--- src/sv/assert_macros.svh ---
// Assertion macros used by the moving average RTL.
// Concurrent checks compile away when SYNTH is defined.
`ifndef ASSERT_MACROS_SVH
`define ASSERT_MACROS_SVH
`ifndef SYNTH
`define ASSERT_IMP(lbl, clk, rstn, ante, cons) \
  lbl: assert property (@(posedge clk) disable iff (!rstn) (ante) |-> (cons)) \
    else $error("assertion failed");
`define ASSERT_NXT(lbl, clk, rstn, ante, cons) \
  lbl: assert property (@(posedge clk) disable iff (!rstn) (ante) |=> (cons)) \
    else $error("assertion failed");
`else
`define ASSERT_IMP(lbl, clk, rstn, ante, cons)
`define ASSERT_NXT(lbl, clk, rstn, ante, cons)
`endif
`endif

--- src/sv/mcma_pkg.sv ---
`timescale 1ns / 1ps
// Package for the multichannel moving average: widths, defaults, state codes.
// No dependencies.
package mcma_pkg;

  localparam int NUM_CHANNELS_DEF = 2;
  localparam int WINDOW_MAX_DEF   = 16;

  localparam int SAMPLE_W  = 16;
  localparam int SUM_W     = 20;
  localparam int WIN_CFG_W = 5;

  localparam logic [WIN_CFG_W-1:0] WIN_RESET   = 5'd1;
  localparam logic [WIN_CFG_W-1:0] WIN_INVALID = 5'd0;
  localparam logic [WIN_CFG_W-1:0] WIN_PASS    = 5'd1;

  localparam logic [SAMPLE_W-1:0] AVG_POS_LIM = 16'h7fff;
  localparam logic [SAMPLE_W-1:0] AVG_NEG_LIM = 16'h8000;

  typedef enum logic [2:0] {
    ST_CLEAR,
    ST_IDLE,
    ST_RD_STATE,
    ST_RD_HIST,
    ST_DIV,
    ST_EMIT
  } state_t;

endpackage

--- src/sv/multichannel_moving_average.sv ---
`timescale 1ns / 1ps
// Multichannel moving average over per-channel sample rings held in RAM.
// Depends on mcma_pkg, mcma_ram, mcma_div and assert_macros.svh.
//
//  channel | direction | signals                     | carries
//  in      | slave     | in_tvalid/tready/tdata/tuser| sample, channel
//  out     | master    | out_tvalid/tready/tdata/tuser| average, invalid flag
//  cfg     | slave     | cfg_valid/ready/data        | window size
//
// Window of two or more: one request at a time, through the state RAM read, the
//   history RAM read, the 20-step serial divider, the quotient capture, the output
//   hand-off and the idle state that takes the next request.
// Window zero or one: straight to the output hand-off, no RAM access.
// After reset a clearing pass over all NUM_CHANNELS*WINDOW_MAX slots zeroes the RAMs;
//   in_tready stays low during it.
// A result held in the output register does not stop the next request being taken.
`include "assert_macros.svh"

module multichannel_moving_average #(
  parameter int NUM_CHANNELS = mcma_pkg::NUM_CHANNELS_DEF,
  parameter int WINDOW_MAX   = mcma_pkg::WINDOW_MAX_DEF
) (
  input  logic        clk,
  input  logic        rst_n,
  input  logic        in_tvalid,
  output logic        in_tready,
  input  logic [15:0] in_tdata,   // [15:0] sample
  input  logic [0:0]  in_tuser,   // [0] channel
  output logic        out_tvalid,
  input  logic        out_tready,
  output logic [15:0] out_tdata,  // [15:0] average
  output logic [0:0]  out_tuser,  // [0] invalid
  input  logic        cfg_valid,
  output logic        cfg_ready,
  input  logic [4:0]  cfg_data    // window size
);

  localparam int SW     = mcma_pkg::SUM_W;
  localparam int SMW    = mcma_pkg::SAMPLE_W;
  localparam int CFW    = mcma_pkg::WIN_CFG_W;
  localparam int CHW    = (NUM_CHANNELS > 1) ? $clog2(NUM_CHANNELS) : 1;
  localparam int PW     = $clog2(WINDOW_MAX);
  localparam int WW     = $clog2(WINDOW_MAX + 1);
  localparam int CMP_W  = (WW > CFW) ? WW : CFW;
  localparam int DEPTH  = NUM_CHANNELS * WINDOW_MAX;
  localparam int AW     = $clog2(DEPTH);
  localparam int STW    = SW + PW;

  mcma_pkg::state_t state_r, state_nxt;

  logic [AW-1:0]  clr_cnt_r, clr_cnt_nxt;
  logic [CFW-1:0] window_r;
  logic [CHW-1:0] ch_r, ch_nxt;
  logic [SMW-1:0] smp_r, smp_nxt;
  logic [WW-1:0]  weff_r, weff_nxt;
  logic [PW-1:0]  pos_r, pos_nxt;
  logic [SW-1:0]  sum_r, sum_nxt;
  logic [SMW-1:0] res_avg_r, res_avg_nxt;
  logic           res_inv_r, res_inv_nxt;
  logic           out_valid_r, out_valid_nxt;
  logic [SMW-1:0] out_avg_r, out_avg_nxt;
  logic           out_inv_r, out_inv_nxt;

  logic           in_acc;
  logic [CHW-1:0] in_ch;
  logic [WW-1:0]  weff;
  logic           out_free;

  logic           h_we, h_re;
  logic [AW-1:0]  h_waddr, h_raddr;
  logic [SMW-1:0] h_wdata, h_rdata;
  logic           st_we, st_re;
  logic [CHW-1:0] st_waddr, st_raddr;
  logic [STW-1:0] st_wdata, st_rdata;

  logic [PW-1:0]  rd_pos;
  logic [AW-1:0]  slot_rd, slot_wr;
  logic [SW-1:0]  new_sum;
  logic [PW:0]    pos_inc;
  logic [PW-1:0]  new_pos;

  logic           div_start, div_done;
  logic [SMW-1:0] div_q;

  assign in_acc    = in_tvalid && in_tready;
  assign in_ch     = (NUM_CHANNELS == 1) ? '0 : CHW'(in_tuser[0]);
  assign weff      = (CMP_W'(window_r) > CMP_W'(WINDOW_MAX)) ? WW'(WINDOW_MAX)
                                                             : WW'(window_r);
  assign out_free  = !out_valid_r || out_tready;
  assign cfg_ready = 1'b1;

  assign rd_pos  = st_rdata[PW-1:0];
  assign slot_rd = AW'(AW'(st_rdata[PW-1:0]) + AW'(AW'(ch_r) * AW'(WINDOW_MAX)));
  assign slot_wr = AW'(AW'(pos_r) + AW'(AW'(ch_r) * AW'(WINDOW_MAX)));
  assign new_sum = sum_r - {{(SW-SMW){h_rdata[SMW-1]}}, h_rdata}
                         + {{(SW-SMW){smp_r[SMW-1]}}, smp_r};
  assign pos_inc = (PW+1)'(pos_r) + (PW+1)'(1);
  assign new_pos = (pos_inc >= (PW+1)'(weff_r)) ? '0 : pos_inc[PW-1:0];

  always_comb begin
    state_nxt     = state_r;
    clr_cnt_nxt   = clr_cnt_r;
    ch_nxt        = ch_r;
    smp_nxt       = smp_r;
    weff_nxt      = weff_r;
    pos_nxt       = pos_r;
    sum_nxt       = sum_r;
    res_avg_nxt   = res_avg_r;
    res_inv_nxt   = res_inv_r;
    out_valid_nxt = out_valid_r && !out_tready;
    out_avg_nxt   = out_avg_r;
    out_inv_nxt   = out_inv_r;
    in_tready     = 1'b0;
    h_we          = 1'b0;
    h_waddr       = slot_wr;
    h_wdata       = smp_r;
    h_re          = 1'b0;
    h_raddr       = slot_rd;
    st_we         = 1'b0;
    st_waddr      = ch_r;
    st_wdata      = {new_sum, new_pos};
    st_re         = 1'b0;
    st_raddr      = in_ch;
    div_start     = 1'b0;
    unique case (state_r)
      mcma_pkg::ST_CLEAR: begin
        h_we     = 1'b1;
        h_waddr  = clr_cnt_r;
        h_wdata  = '0;
        st_we    = clr_cnt_r < AW'(NUM_CHANNELS);
        st_waddr = clr_cnt_r[CHW-1:0];
        st_wdata = '0;
        clr_cnt_nxt = clr_cnt_r + AW'(1);
        if (clr_cnt_r == AW'(DEPTH - 1)) begin
          state_nxt = mcma_pkg::ST_IDLE;
        end
      end
      mcma_pkg::ST_IDLE: begin
        in_tready = 1'b1;
        if (in_tvalid) begin
          ch_nxt   = in_ch;
          smp_nxt  = in_tdata;
          weff_nxt = weff;
          priority if (window_r == mcma_pkg::WIN_INVALID) begin
            res_avg_nxt = '0;
            res_inv_nxt = 1'b1;
            state_nxt   = mcma_pkg::ST_EMIT;
          end else if (window_r == mcma_pkg::WIN_PASS) begin
            res_avg_nxt = in_tdata;
            res_inv_nxt = 1'b0;
            state_nxt   = mcma_pkg::ST_EMIT;
          end else begin
            st_re     = 1'b1;
            state_nxt = mcma_pkg::ST_RD_STATE;
          end
        end
      end
      mcma_pkg::ST_RD_STATE: begin
        h_re      = 1'b1;
        pos_nxt   = rd_pos;
        sum_nxt   = st_rdata[STW-1:PW];
        state_nxt = mcma_pkg::ST_RD_HIST;
      end
      mcma_pkg::ST_RD_HIST: begin
        h_we      = 1'b1;
        st_we     = 1'b1;
        div_start = 1'b1;
        state_nxt = mcma_pkg::ST_DIV;
      end
      mcma_pkg::ST_DIV: begin
        if (div_done) begin
          res_avg_nxt = div_q;
          res_inv_nxt = 1'b0;
          state_nxt   = mcma_pkg::ST_EMIT;
        end
      end
      mcma_pkg::ST_EMIT: begin
        if (out_free) begin
          out_valid_nxt = 1'b1;
          out_avg_nxt   = res_avg_r;
          out_inv_nxt   = res_inv_r;
          state_nxt     = mcma_pkg::ST_IDLE;
        end
      end
      default: begin
        state_nxt = mcma_pkg::ST_CLEAR;
      end
    endcase
  end

  always_ff @(posedge clk) begin
    if (!rst_n) begin
      state_r     <= mcma_pkg::ST_CLEAR;
      clr_cnt_r   <= '0;
      window_r    <= mcma_pkg::WIN_RESET;
      out_valid_r <= 1'b0;
    end else begin
      state_r     <= state_nxt;
      clr_cnt_r   <= clr_cnt_nxt;
      out_valid_r <= out_valid_nxt;
      if (cfg_valid && cfg_ready) begin
        window_r <= cfg_data;
      end
    end
    ch_r      <= ch_nxt;
    smp_r     <= smp_nxt;
    weff_r    <= weff_nxt;
    pos_r     <= pos_nxt;
    sum_r     <= sum_nxt;
    res_avg_r <= res_avg_nxt;
    res_inv_r <= res_inv_nxt;
    out_avg_r <= out_avg_nxt;
    out_inv_r <= out_inv_nxt;
  end

  mcma_ram #(
    .WIDTH (SMW),
    .DEPTH (DEPTH)
  ) u_hist_ram (
    .clk   (clk),
    .we    (h_we),
    .waddr (h_waddr),
    .wdata (h_wdata),
    .re    (h_re),
    .raddr (h_raddr),
    .rdata (h_rdata)
  );

  mcma_ram #(
    .WIDTH (STW),
    .DEPTH (NUM_CHANNELS)
  ) u_state_ram (
    .clk   (clk),
    .we    (st_we),
    .waddr (st_waddr),
    .wdata (st_wdata),
    .re    (st_re),
    .raddr (st_raddr),
    .rdata (st_rdata)
  );

  mcma_div #(
    .DIV_W (WW)
  ) u_div (
    .clk      (clk),
    .rst_n    (rst_n),
    .start    (div_start),
    .dividend (new_sum),
    .divisor  (weff_r),
    .done     (div_done),
    .quotient (div_q)
  );

  assign out_tvalid = out_valid_r;
  assign out_tdata  = out_avg_r;
  assign out_tuser  = out_inv_r;

  `ASSERT_IMP(a_clear_quiet, clk, rst_n, state_r == mcma_pkg::ST_CLEAR, !in_tready && !out_tvalid)
  `ASSERT_IMP(a_avg_start, clk, rst_n, in_acc && (window_r > mcma_pkg::WIN_PASS), ##2 div_start)
  `ASSERT_IMP(a_done_in_div, clk, rst_n, div_done, state_r == mcma_pkg::ST_DIV)
  `ASSERT_IMP(a_invalid_zero, clk, rst_n, out_tvalid && out_tuser[0], out_tdata == '0)
  `ASSERT_NXT(a_emit_shows, clk, rst_n, (state_r == mcma_pkg::ST_EMIT) && out_free, out_tvalid)

endmodule

--- src/sv/mcma_ram.sv ---
`timescale 1ns / 1ps
// Generic single write port RAM with registered read.
// No dependencies.
module mcma_ram #(
  parameter int WIDTH = 16,
  parameter int DEPTH = 32
) (
  input  logic                                  clk,
  input  logic                                  we,
  input  logic [((DEPTH > 1) ? $clog2(DEPTH) : 1)-1:0] waddr,
  input  logic [WIDTH-1:0]                      wdata,
  input  logic                                  re,
  input  logic [((DEPTH > 1) ? $clog2(DEPTH) : 1)-1:0] raddr,
  output logic [WIDTH-1:0]                      rdata
);

  logic [WIDTH-1:0] mem_r [DEPTH];
  logic [WIDTH-1:0] rdata_r;

  always_ff @(posedge clk) begin
    if (we) begin
      mem_r[waddr] <= wdata;
    end
    if (re) begin
      rdata_r <= mem_r[raddr];
    end
  end

  assign rdata = rdata_r;

endmodule

--- src/sv/mcma_div.sv ---
`timescale 1ns / 1ps
// Bit-serial signed divider by a small unsigned divisor, truncating, with saturation to 16 bits.
// Depends on mcma_pkg.
module mcma_div #(
  parameter int DIV_W = 5
) (
  input  logic                               clk,
  input  logic                               rst_n,
  input  logic                               start,
  input  logic signed [mcma_pkg::SUM_W-1:0]  dividend,
  input  logic [DIV_W-1:0]                   divisor,
  output logic                               done,
  output logic [mcma_pkg::SAMPLE_W-1:0]      quotient
);

  localparam int SW = mcma_pkg::SUM_W;
  localparam int CW = $clog2(SW + 1);

  logic            busy_r, busy_nxt;
  logic            done_r, done_nxt;
  logic [CW-1:0]   cnt_r, cnt_nxt;
  logic            neg_r, neg_nxt;
  logic [SW-1:0]   num_r, num_nxt;
  logic [DIV_W-1:0] rem_r, rem_nxt;
  logic [DIV_W-1:0] dvs_r, dvs_nxt;

  logic [DIV_W:0]  trial;
  logic [DIV_W:0]  diff;
  logic            ge;

  assign trial = {rem_r, num_r[SW-1]};
  assign ge    = trial >= {1'b0, dvs_r};
  assign diff  = trial - {1'b0, dvs_r};

  always_comb begin
    busy_nxt = busy_r;
    done_nxt = 1'b0;
    cnt_nxt  = cnt_r;
    neg_nxt  = neg_r;
    num_nxt  = num_r;
    rem_nxt  = rem_r;
    dvs_nxt  = dvs_r;
    if (start) begin
      busy_nxt = 1'b1;
      cnt_nxt  = CW'(SW);
      neg_nxt  = dividend[SW-1];
      num_nxt  = dividend[SW-1] ? (-dividend) : dividend;
      rem_nxt  = '0;
      dvs_nxt  = divisor;
    end else if (busy_r) begin
      num_nxt = {num_r[SW-2:0], ge};
      rem_nxt = ge ? diff[DIV_W-1:0] : trial[DIV_W-1:0];
      cnt_nxt = cnt_r - CW'(1);
      if (cnt_r == CW'(1)) begin
        busy_nxt = 1'b0;
        done_nxt = 1'b1;
      end
    end
  end

  always_ff @(posedge clk) begin
    if (!rst_n) begin
      busy_r <= 1'b0;
      done_r <= 1'b0;
    end else begin
      busy_r <= busy_nxt;
      done_r <= done_nxt;
    end
    cnt_r <= cnt_nxt;
    neg_r <= neg_nxt;
    num_r <= num_nxt;
    rem_r <= rem_nxt;
    dvs_r <= dvs_nxt;
  end

  always_comb begin
    if (neg_r) begin
      quotient = (num_r > SW'(32768)) ? mcma_pkg::AVG_NEG_LIM
                                      : mcma_pkg::SAMPLE_W'(-num_r);
    end else begin
      quotient = (num_r > SW'(32767)) ? mcma_pkg::AVG_POS_LIM
                                      : num_r[mcma_pkg::SAMPLE_W-1:0];
    end
  end

  assign done = done_r;

endmodule

--- config.mk ---
export PLATFORM = sky130hd
export DESIGN_NAME = multichannel_moving_average
export DESIGN_NICKNAME = d
export VERILOG_FILES = /design/src/sv/mcma_pkg.sv /design/src/sv/multichannel_moving_average.sv /design/src/sv/mcma_ram.sv /design/src/sv/mcma_div.sv
export VERILOG_INCLUDE_DIRS = /design/src /design/src/sv
export SDC_FILE = /design/constraint.sdc
export NUM_CORES = 1
export LEC_CHECK = 0
export ABC_AREA = 1
export ABC_CLOCK_PERIOD_IN_PS = 4600
export BUFFER_PORTS_ARGS = -buffer_cell sky130_fd_sc_hd__buf_2
export CAP_MARGIN = 20
export CORE_UTILIZATION = 45
export DETAILED_ROUTE_END_ITERATION = 10
export SLEW_MARGIN = 0
export SYNTH_ARGS = -nofsm -noshare
export SYNTH_HDL_FRONTEND = slang
export SYNTH_SLANG_ARGS = --single-unit
export TNS_END_PERCENT = 5
--- constraint.sdc ---
create_clock -name clk -period 4.6 [get_ports clk]
set_clock_uncertainty 0.15 [all_clocks]
set_input_delay 0.46 -clock clk [delete_from_list [all_inputs] [get_ports clk]]
set_output_delay 0.46 -clock clk [all_outputs]
set_load 0.01 [all_outputs]
==> results.ini, run 1 <==
[status]
status = complete, no violations

[power_and_ir_drop]
p_leak_nw = 12.3
power.density_cell_area_nw_per_um2 = 392
total_power_mw = 14.0
ir_worst_vdd_mv = 0.302

[cells_and_area]
n_antenna_cell = 0
final_cells = 3664
area_delta_synth_final_pct = 14.4
nets = 2755
utilization_pct = 52.1
drive_above_1_share_pct = 11.9

[detailed_routing]
drtIter0Drc = 2303
dr.max_layer_used = met5
drcViolationCount = 0
vias = 20882
wl_per_cell_um = 22.6
vias_per_cell = 5.70
drt-met1-wl_um = 35000
wl_met3_um = 6360
routed_wirelength_um = 82700
drtAntennaViolNets = 0
dr.pass1.iters = 6
wl_met2_um = 38700

[die]
die_height_um = 265
design.die.area_um2 = 70400
io_pins = 47
fp.dieW_um = 265
coreArea_um2 = 68600
row_count = 96
start_util_pct = 45.5

[cts]
clk_pin_slew_ps = 60
root_buffer = clkbuf_16
cts_tree = built
clockBufferDepth = 3
clock_sinks = 732
cts_made_buffers = 80
post_cts_resized = 0
htreeDepth = 3
clk_latency_ps = 640

[setup_path]
required_ps = 4840
cp_top_family = adder cells
critical_path_arrival_ps = 3750
slowest_stage = fa_1
path_max_fanout = 5
cp-start-kind = flop
cp.buffers_inverters = 3
cp_cell_sequence = ha_1 > inv_1 > ha_1 > inv_1 > fa_1 > ha_1 > inv_1 > a21oi_1 > nand3_1 > nor2_1 > nand3_1 > nor2_1 > nand2_1 > nor2_1 > nand3_1 > nand2_1 > nand2_1 > nand3_1 > nand2_1
critPathCaptureType = flop
max_stage_delay_ps = 560
worstSetupPathType = flop to flop

[logic_synthesis]
synth-edff-count = 706
syn_avg_cell_area_um2 = 12.2
synth_cells = 2568
synth-async-reset-ratio_pct = 0
ys_seq_elements = 732
yosysSeqAreaShare_pct = 69.6
synth_nets = 2653
synth.distinct_cells = 55
synth.yosys.warnings = 0
synth-main-ff-cell = edfxtp_1
synth_area_um2 = 31200

[timing]
max_clock_freq_mhz = 285
rsz0062_at_grt = no
tightest_slew_ps = 1010
finalSetupViolations = 0
slew_viol_final = 0
finalHoldViolCount = 0
period_minus_slack_ps = 3510
max_slew_margin_pct = 31.7
min_period_over_period_pct = 76.4
setup_tns_ps = 0

[placed_design]
hpwl_um = 50400
dp.cells = 3492
portBuffers = 45
gp_congestion = 0.879

[grt]
grt_overflow = 0
grt_pass1_wl_um = 124000
grt_pass1_vias = 20296
grt_max_degree = 168
antenna_found_initial = 2
grt_usage_pct = 23.5

[worst_hold_path]
hp-class = input pin to flop

[job]
drv_cap = 0

## synth_stat cells (all sizes together), types with 2 or more instances
| library cell | count | area share [%] |
|---|---|---|
| a21oi | 89 | 1.5 |
| a31oi | 17 | 0.34 |
| clkinv | 2 | 0.024 |
| xnor2 | 4 | 0.14 |
| nor2 | 445 | 5.5 |
| xor2 | 10 | 0.28 |
| o31ai | 4 | 0.11 |
| nand4 | 15 | 0.32 |
| o21a | 2 | 0.048 |
| a32oi | 12 | 0.34 |
| o21bai | 2 | 0.048 |
| nor3 | 14 | 0.24 |
| nor3b | 3 | 0.072 |
| nand2 | 211 | 2.7 |
| o211ai | 3 | 0.072 |
| mux2 | 24 | 0.87 |
| fa | 20 | 1.3 |
| ha | 38 | 1.5 |
| o22ai | 40 | 0.80 |
| o21ai | 328 | 5.3 |
| o221ai | 90 | 2.5 |
| or2 | 2 | 0.040 |
| nand3b | 7 | 0.21 |
| clkbuf | 101 | 1.2 |
| edfxtp | 706 | 68 |
| nand3 | 113 | 1.9 |
| dfxtp | 26 | 1.7 |
| buf | 30 | 0.55 |
| inv | 201 | 2.4 |
## final timing paths
kind                                       startpoint  cells past startpoint  slack, ps               to
worst min register to register  u_state_ram.rdata[13]                      0        260         sum_r[9]
worst min-delay path                        cfg_valid                      3         70      window_r[2]
worst max-delay path              u_hist_ram.rdata[0]                     19       1090  u_div.num_r[18]
worst max register to register    u_hist_ram.rdata[0]                     19       1090  u_div.num_r[18]
## power by group
group          total [mW]  switching [mW]  internal (mW)  leakage, nW
Sequential           7.34          0.0246           7.32         6.32
Combinational       0.215           0.139         0.0760         4.67
Clock                6.44            2.67           3.77         1.28
## through the flow
stage | area, um2 | setup slack (ps) | hold slack (ps)
floorplan | 31200 | 772 | 250
global placement | 32800 | 1150 | 250
detailed placement | 32800 | 1090 | 255
CTS | 35700 | 1090 | 32.1
global route | 35700 | 767 | 85.4
finish | 35700 | 1090 | 68.6
## timing repair
action | 4_1_cts | 5_1_grt
hold buffers | 27 | 0
buffers inserted | 0 | 0
endpoints found under the hold margin | 25 | 0
## state kept, by name, indices dropped and copies added, names as in the netlist, 4 cells and up
signal and count:
u_hist_ram.mem_r 512, u_state_ram.mem_r 48, u_state_ram.rdata 24, sum_r 20, u_div.num_r 20, out_tdata 16, res_avg_r 16, smp_r 16
u_hist_ram.rdata 16, clr_cnt_r 5, u_div.cnt_r 5, u_div.dvs_r 5, u_div.rem_r 5, weff_r 5, window_r 5, pos_r 4
## per-layer routing
metal / up-vias / track usage, %
met1: 10348 / 32.6
met5: - / 0
li1: 9503 / -
met4: 2 / 8.65
met3: 165 / 3.77
met2: 864 / 37.5
## layout by cell type (no fill, tap or decap), drive strengths merged, types with 15 or more instances in the layout
cell type    Yosys  routed
buf             30     124
nand4           15      15
nand3          113     113
edfxtp         706     706
o221ai          90      90
a21oi           89      89
o21ai          328     328
dlygate4sd3      0      27
fa              20      20
mux2            24      24
clkinv           2      34
dfxtp           26      26
inv            201     203
a31oi           17      17
nor2           445     445
clkbuf         101     100
o22ai           40      40
ha              38      38
nand2          211     211
## logic make-up (layout without fill, tap and decap cells)
group / count (synthesis) / count (layout) / share of synthesized area (%)
adder cells (fa/ha/maj): 58 / 58 / 2.81
flip-flops: 732 / 732 / 69.6
AO/OA/AOI/OAI: 592 / 592 / 11.1
other: 1 / 1 / 0.0120
AND/OR/NAND/NOR: 813 / 813 / 11.0
XOR/XNOR: 14 / 14 / 0.417
buffers and inverters: 334 / 499 / 4.20
multiplexers: 24 / 24 / 0.866
## tightest hold or removal path, cell delays in order
cell and delay, ps:
buf_2 100, inv_1 100, a21oi_1 140
## area by class of cell
| class | count | area (um2) |
|---|---|---|
| Multi-Input combinational cell | 1502 | 8270 |
| Sequential cell | 732 | 21700 |
| Inverter | 203 | 768 |
| Tap cell | 931 | 1160 |
| Clock inverter | 45 | 528 |
| Fill cell | 5851 | 32900 |
| Timing Repair Buffer | 151 | 1150 |
| Clock buffer | 100 | 2130 |
Note: power is estimated with default switching activity, not from simulation.
==> run 2: changes to the inputs <==
ABC_CLOCK_PERIOD_IN_PS = 2900   (was 4600)
clock period = 2.9 ns   (was 4.6 ns; I/O delays follow)
==> results.ini, run 2 (same netlist as run 1, synthesis figures left out) <==
[status]
violations = setup timing
status = complete, but fails checks

[die]
die_height_um = 265
row_count = 96
io_pins = 47
start_util_pct = 45.5
design.die.area_um2 = 70400
fp.dieW_um = 265
coreArea_um2 = 68600

[worst_hold_path]
hold_depth = 1
hp-class = input pin to flop
whs_endpoint = ch_r
hold_start = in_tuser

[grt]
grt_pass1_wl_um = 127000
antenna_found_initial = 2
grt_pass1_vias = 21459
grt_overflow = 0
grt_usage_pct = 24.0
grt_max_degree = 83

[timing]
min_period_over_period_pct = 110
period_minus_slack_ps = 3200
tightest_slew_ps = 936
finalHoldViolCount = 0
max_slew_margin_pct = 37.5
max_clock_freq_mhz = 313
setup_ws_ps = -297
slew_viol_final = 0
rsz0062_at_grt = yes
finalSetupViolations = 25

[cells_and_area]
final_common_cell = edfxtp_1
nets = 2944
area_delta_synth_final_pct = 23.0
drive_above_1_share_pct = 21.8
largest_register_ffs = 512
layout_common_cells = edfxtp_1 (706), nor2_1 (399), o21ai_0 (314), buf_4 (212), inv_1 (173)
regMostFlops = u_hist_ram.mem_r

[setup_path]
critPathCaptureType = flop
max_stage_delay_ps = 580
required_ps = 3130
regToRegSetupSlack_ps = -300
r2r_start = smp_r[1]
cpMostUsedCell = nand2_1
cp_top_family = adder cells
reg2reg_depth = 17
slowest_stage = fa_2
critPathLaunch = smp_r[1]
worstSetupPathType = flop to flop
cp-start-kind = flop
r2r-end = u_div.num_r[16]
cp_cell_sequence = inv_2 > fa_1 > fa_2 > ha_4 > inv_2 > a21oi_2 > nand3_2 > nor2_4 > nand3_2 > nor2_2 > nand2_1 > nor2_2 > nand2_1 > nand2_1 > nand2_1 > nand3_1 > o21ai_1
path_max_fanout = 2
cp.buffers_inverters = 2
critical_path_arrival_ps = 3430

[power_and_ir_drop]
power.density_cell_area_nw_per_um2 = 586
seqPwrFrac_pct = 51.7
p_int_mw = 17.9
netSwitchingFraction_pct = 20.3
combPwrFrac_pct = 1.8
p_leak_nw = 13.4
total_power_mw = 22.5
ir_worst_vdd_mv = 0.490
p_sw_mw = 4.58
clockPowerShare_pct = 46.6

[detailed_routing]
vias = 21582
drtIter0Drc = 2234
vias_per_cell = 5.59
routed_wirelength_um = 85000
drcViolationCount = 0
drtAntennaViolNets = 0
dr.pass1.iters = 6
wl_per_cell_um = 22.0

[cts]
clk_latency_ps = 650
root_buffer = clkbuf_16
cts_made_buffers = 79
clockBufferDepth = 3
clock_sinks = 732
htreeDepth = 3
clk_pin_slew_ps = 60
cts_tree = built

[placed_design]
hpwl_um = 51700
gp_congestion = 0.869
place_ws_ps = -454
portBuffers = 45

[job]
drv_cap = 0

## run 2: cell count changes in the layout (fill, tap and decap cells not counted), moves of 18 or more
cell     previous run  this run
buf_4              74       212
nand2_1           196       166
nand3_1           110        90
ha_1               38        19
buf_12              5        42
inv_1             192       173
ha_4                0        18
nand3_2             3        22
nand2_2            13        39
## run 2: timing repair
item | CTS | global route
endpoints found under the hold margin | 48 | 0
pin swaps | 7 | 37
cloned | 0 | 3
setup buffers | 3 | 11
hold buffers | 34 | 0
resized for setup | 26 | 132
endpoints found under the setup margin | 75 | 372
## run 2: final cells by class
type | count | area (um2)
clock buffer | 94 | 2040
timing repair buffer | 341 | 3120
clock inverter | 54 | 674
antenna | 1 | 2.50
tap | 931 | 1160
multi-input combinational | 1502 | 8900
sequential | 732 | 21700
inverter | 203 | 778
fill | 5537 | 30200
## run 2: how the worst max path moves through the flow
stage | slack, ps | to | cells after the start
after floorplan | -190 | u_div.num_r[16] | 17
after global placement | -430 | u_div.num_r[16] | 17
after detailed placement | -450 | u_div.num_r[16] | 17
after CTS | -370 | u_div.num_r[16] | 20
after global routing | -500 | u_div.num_r[18] | 20
final | -300 | u_div.num_r[16] | 17
## run 2: routing by layer
layer / vias to the layer above / track usage (%) / routed length [um]
li1: 9894 / - / -
met1: 10807 / 32.0 / 35700
met2: 720 / 39.0 / 40300
met3: 161 / 4.76 / 6180
met4: 0 / 9.01 / 2830
met5: - / 0 / 0
## run 2: through the flow
stage | area [um2] | setup TNS, ps | utilization (%) | hold slack [ps] | cells
detailed placement | 34500 | -8200 | 50.3 | 255 | 3658
finish | 38400 | -4760 | 56.0 | 162 | 3858
global placement | 34500 | -5840 | 50.3 | 254 | 3658
CTS | 37700 | -4480 | 55.0 | 139 | 3843
floorplan | 31200 | -825 | - | 239 | 2568
global route | 38400 | -8470 | 56.0 | 161 | 3857
## run 2: power groups by stage
stage                     Clock, mW  Sequential (mW)  Combinational (mW)
after detailed placement          0             11.9               0.352
after global placement            0             11.9               0.341
after CTS                      10.6             11.6               0.393
final                          10.5             11.6               0.395
after floorplan                   0             11.9               0.181
after global routing           11.0             11.6               0.423
